==> src/sv/gle_ram.sv <==
// Generic single-write, single-read RAM with registered read data.
// No dependencies.
module gle_ram #(
   parameter int WIDTH = 8,
   parameter int DEPTH = 256
) (
   input  logic                     clock,
   input  logic                     wr_en,
   input  logic [$clog2(DEPTH)-1:0] wr_addr,
   input  logic [WIDTH-1:0]         wr_data,
   input  logic [$clog2(DEPTH)-1:0] rd_addr,
   output logic [WIDTH-1:0]         rd_data
);
   logic [WIDTH-1:0] mem [DEPTH];

   always_ff @(posedge clock) begin
      if (wr_en) begin
         mem[wr_addr] <= wr_data;
      end
      rd_data <= mem[rd_addr];
   end
endmodule

==> config.mk <==
export PLATFORM = sky130hd
export DESIGN_NAME = gle_ram
export DESIGN_NICKNAME = d
export VERILOG_FILES = /design/src/sv/gle_ram.sv
export SDC_FILE = /design/constraint.sdc
export NUM_CORES = 2
export LEC_CHECK = 0
export BUFFER_PORTS_ARGS = -buffer_cell sky130_fd_sc_hd__buf_2
export CORE_UTILIZATION = 35
export CTS_BUF_LIST = sky130_fd_sc_hd__clkbuf_8
export DETAILED_ROUTE_END_ITERATION = 10
export GPL_ROUTABILITY_DRIVEN = 0
export PLACE_DENSITY = 0.53
export SYNTH_ARGS = -nofsm -noshare
export SYNTH_HDL_FRONTEND = slang
export SYNTH_SLANG_ARGS = --single-unit
==> constraint.sdc <==
create_clock -name clock -period 2.9 [get_ports clock]
set_input_delay 0.58 -clock clock [delete_from_list [all_inputs] [get_ports clock]]
set_output_delay 0.58 -clock clock [all_outputs]
set_load 0.02 [all_outputs]
==> reports/qor.yml <==
outcome:
  status: "completed"
logic_synthesis:
  synthMuxAreaShare: 0.146
  synth_area_leaders: "edfxtp_1, mux4_2, mux2i_1"
  syn_area_um2: 79600
  synth_adder_area_share: 0
  yosys.area.top_type: "edfxtp_1"
  synthFlopType: "edfxtp_1"
  synth.most_common_cell: "edfxtp_1"
  syn_avg_cell_area_um2: 21.3
  synth_edf_count: 2048
  synth-xor-area-share: 0
  synth_warnings: 0
  synth_top_family_by_area: "multiplexers"
  synth_cells: 3733
  synth_top_area_share: 0.773
  synth-seq-cells: 2056
  async_flop_share: 0
  synth_fp_nets: 3759
  ys_types: 55
  synth-simple-area-share: 0.0263
  ys_seq_area_frac: 0.775
  yosys-top-cells-count: "edfxtp_1, mux4_2, nor2_1"
  synth_compound_area_frac: 0.0342
pwr:
  vdd_drop_max_mv: 0.521
  power_density_nw_per_um2: 634
  p_leak_nw: 30.6
  p_total_mw: 59.8
timing:
  final_max_slew_viol_count: 0
  rsz0062_at_grt: "no"
  tns_ns: 0
  fin_crit_sh: 0.951
  setup_viol: 0
  slew_headroom: 0.261
  hold_viol_final: 0
  worst_slew_pin_slew_ns: 1.10
  clock_skew_ns: 0.115
  fmax_ghz: 0.362
  min_period_ns: 2.76
  worst_slack_ns: 0.141
placement:
  dp.cells: 7178
  hpwl_um: 139000
  place_ws_ns: -0.886
  port_buffers: 33
critical_path:
  endpoint_kind: "register"
  crit_arrival_ns: 3.68
  crit_required_ns: 3.82
  crit_type: "reg2reg"
  cp-start-kind: "register"
  path_max_fanout: 1
floorplan:
  io_pins: 34
  fp-row-count: 174
  chipHeight_um: 479
  start_util: 0.353
  die_width_um: 479
  die-area_um2: 229000
  fp.coreArea_um2: 225000
clocking:
  clock_path_buffers: 4
  cts_resized: 0
  cts_inserted_buffers: 349
  htreeDepth: 5
  clk_latency_ns: 1.08
  clock-sinks: 2056
  root_buffer: "clkbuf_8"
  clkTransAtPathRegs_ns: 0.06
  tritoncts: "done"
  postCtsSetupRepairBufs: 0
grt:
  grt_pass1_vias: 42500
  grt_util_all_layers: 0.189
  antenna_found_initial: 21
  grt_start_max_net_pins: 98
  grt_pass1_wl_um: 312000
  grt-ovfl-total: 0
route:
  avgViaCountPerCell: 5.29
  drtPass1Iterations: 6
  ant_nets: 0
  routed_wl_um: 218000
  route.detailed.drc: 0
  avgRoutedWirePerCell_um: 27.9
  vias: 41200
  drtIter0Drc: 4234
cells_and_area:
  drive_gt1_frac: 0.328
  final_nets: 4570
  final_cells: 7791
  post-route-util: 0.418
  multi_input_area_um2: 16500
  n_fill_cell: 19900
  register_area_um2: 61700
  synthToLayoutAreaGrowth_pct: 18.5
min_path:
  hp-class: "in2reg"
job:
  maxCapViolations: 0
==> cells by family after synthesis <==
logic type | Yosys count
buffers and inverters | 235
AO/OA/AOI/OAI | 385
AND/OR/NAND/NOR | 466
flip-flops | 2056
multiplexers | 591
==> path summary, 6_finish.rpt <==
| path | slack [ns] | startpoint | cells after the start | to |
|---|---|---|---|---|
| worst max-delay path | 0.14 | mem[83][5] | 7 | rd_data[5] |
| worst min-delay path | 0.06 | wr_data[4] | 1 | mem[70][4] |
| worst max register to register | 0.14 | mem[83][5] | 7 | rd_data[5] |
| worst min register to register | 1.06 | mem[33][5] | 7 | rd_data[5] |
==> placed cells by master, fill, tap and decap left out, drive strengths merged, types with 4 or more instances in the layout <==
master       netlist  routed
a22o               8       8
a221oi            14      14
clkinv             1     140
nand3             34      34
a21oi             96      96
nand2b             8       8
dfxtp              8       8
bufinv             0       8
a22oi            133     133
o221ai            47      47
o21ai             12      12
nor4              27      27
edfxtp          2048    2048
nand4             10      10
mux4             456     456
o22ai             28      28
clkinvlp           0       5
nor3              22      22
a211oi            16      16
clkbuf           111     356
nand2             33      33
diode              0       5
inv                1      94
nor2b             31      31
o32ai              5       5
o211ai            10      10
and2               6       6
nor2             282     282
o22a               5       5
a2111oi            5       5
or2                4       4
mux2i            134     134
dlygate4sd3        0       7
buf              122     686
==> through the flow <==
| step | instance area (um2) | hold WS (ns) |
|---|---|---|
| final | 94300 | 0.0621 |
| after global routing | 94300 | 0.0256 |
| after CTS | 94300 | 0.0151 |
| after detailed placement | 88100 | 1.04 |
| after global placement | 88100 | 1.02 |
| after floorplan | 79600 | 0.679 |
==> layout make-up <==
cell class,instances,area share
well taps,2992,0.0397
clock buffers,356,0.0520
diodes,5,0.000133
inverters,2,0.0000796
multi-input cells,1442,0.175
repair buffers,693,0.0663
flip-flops and latches,2056,0.654
clock inverters,245,0.0128
==> metal layers <==
metal / wire length [um] / vias to the layer above / part of all wire / track usage
met2: 105000 / 1450 / 0.48 / 0.306
li1: - / 17400 / - / -
met5: 0 / - / 0 / 0
met3: 12900 / 363 / 0.059 / 0.0285
met1: 94300 / 22000 / 0.43 / 0.266
met4: 5380 / 0 / 0.025 / 0.0537
==> where the power goes <==
group          internal, mW  total (mW)  switching, mW
Clock                  12.0        23.4           11.4
Combinational          1.37        3.49           2.12
Sequential             32.8        32.8         0.0562
==> worst max-delay path, stage by stage (launching register included) <==
cell and delay, ns:
edfxtp_1 0.36, mux4_2 0.50, a22o_1 0.29, a221oi_1 0.24
buf_4 0.19, o32ai_1 0.09, nor3_1 0.80, nor4_1 0.16
==> flip-flops by register name (all words and copies together), names as in the netlist <==
name,flops
rd_data,8
mem,2048
==> repair_timing <==
action,4_1_cts,5_1_grt
endpoints found under the hold margin,165,0
setup endpoints to repair,0,0
hold buffers,7,0
Note: power is estimated with default switching activity, not from simulation.
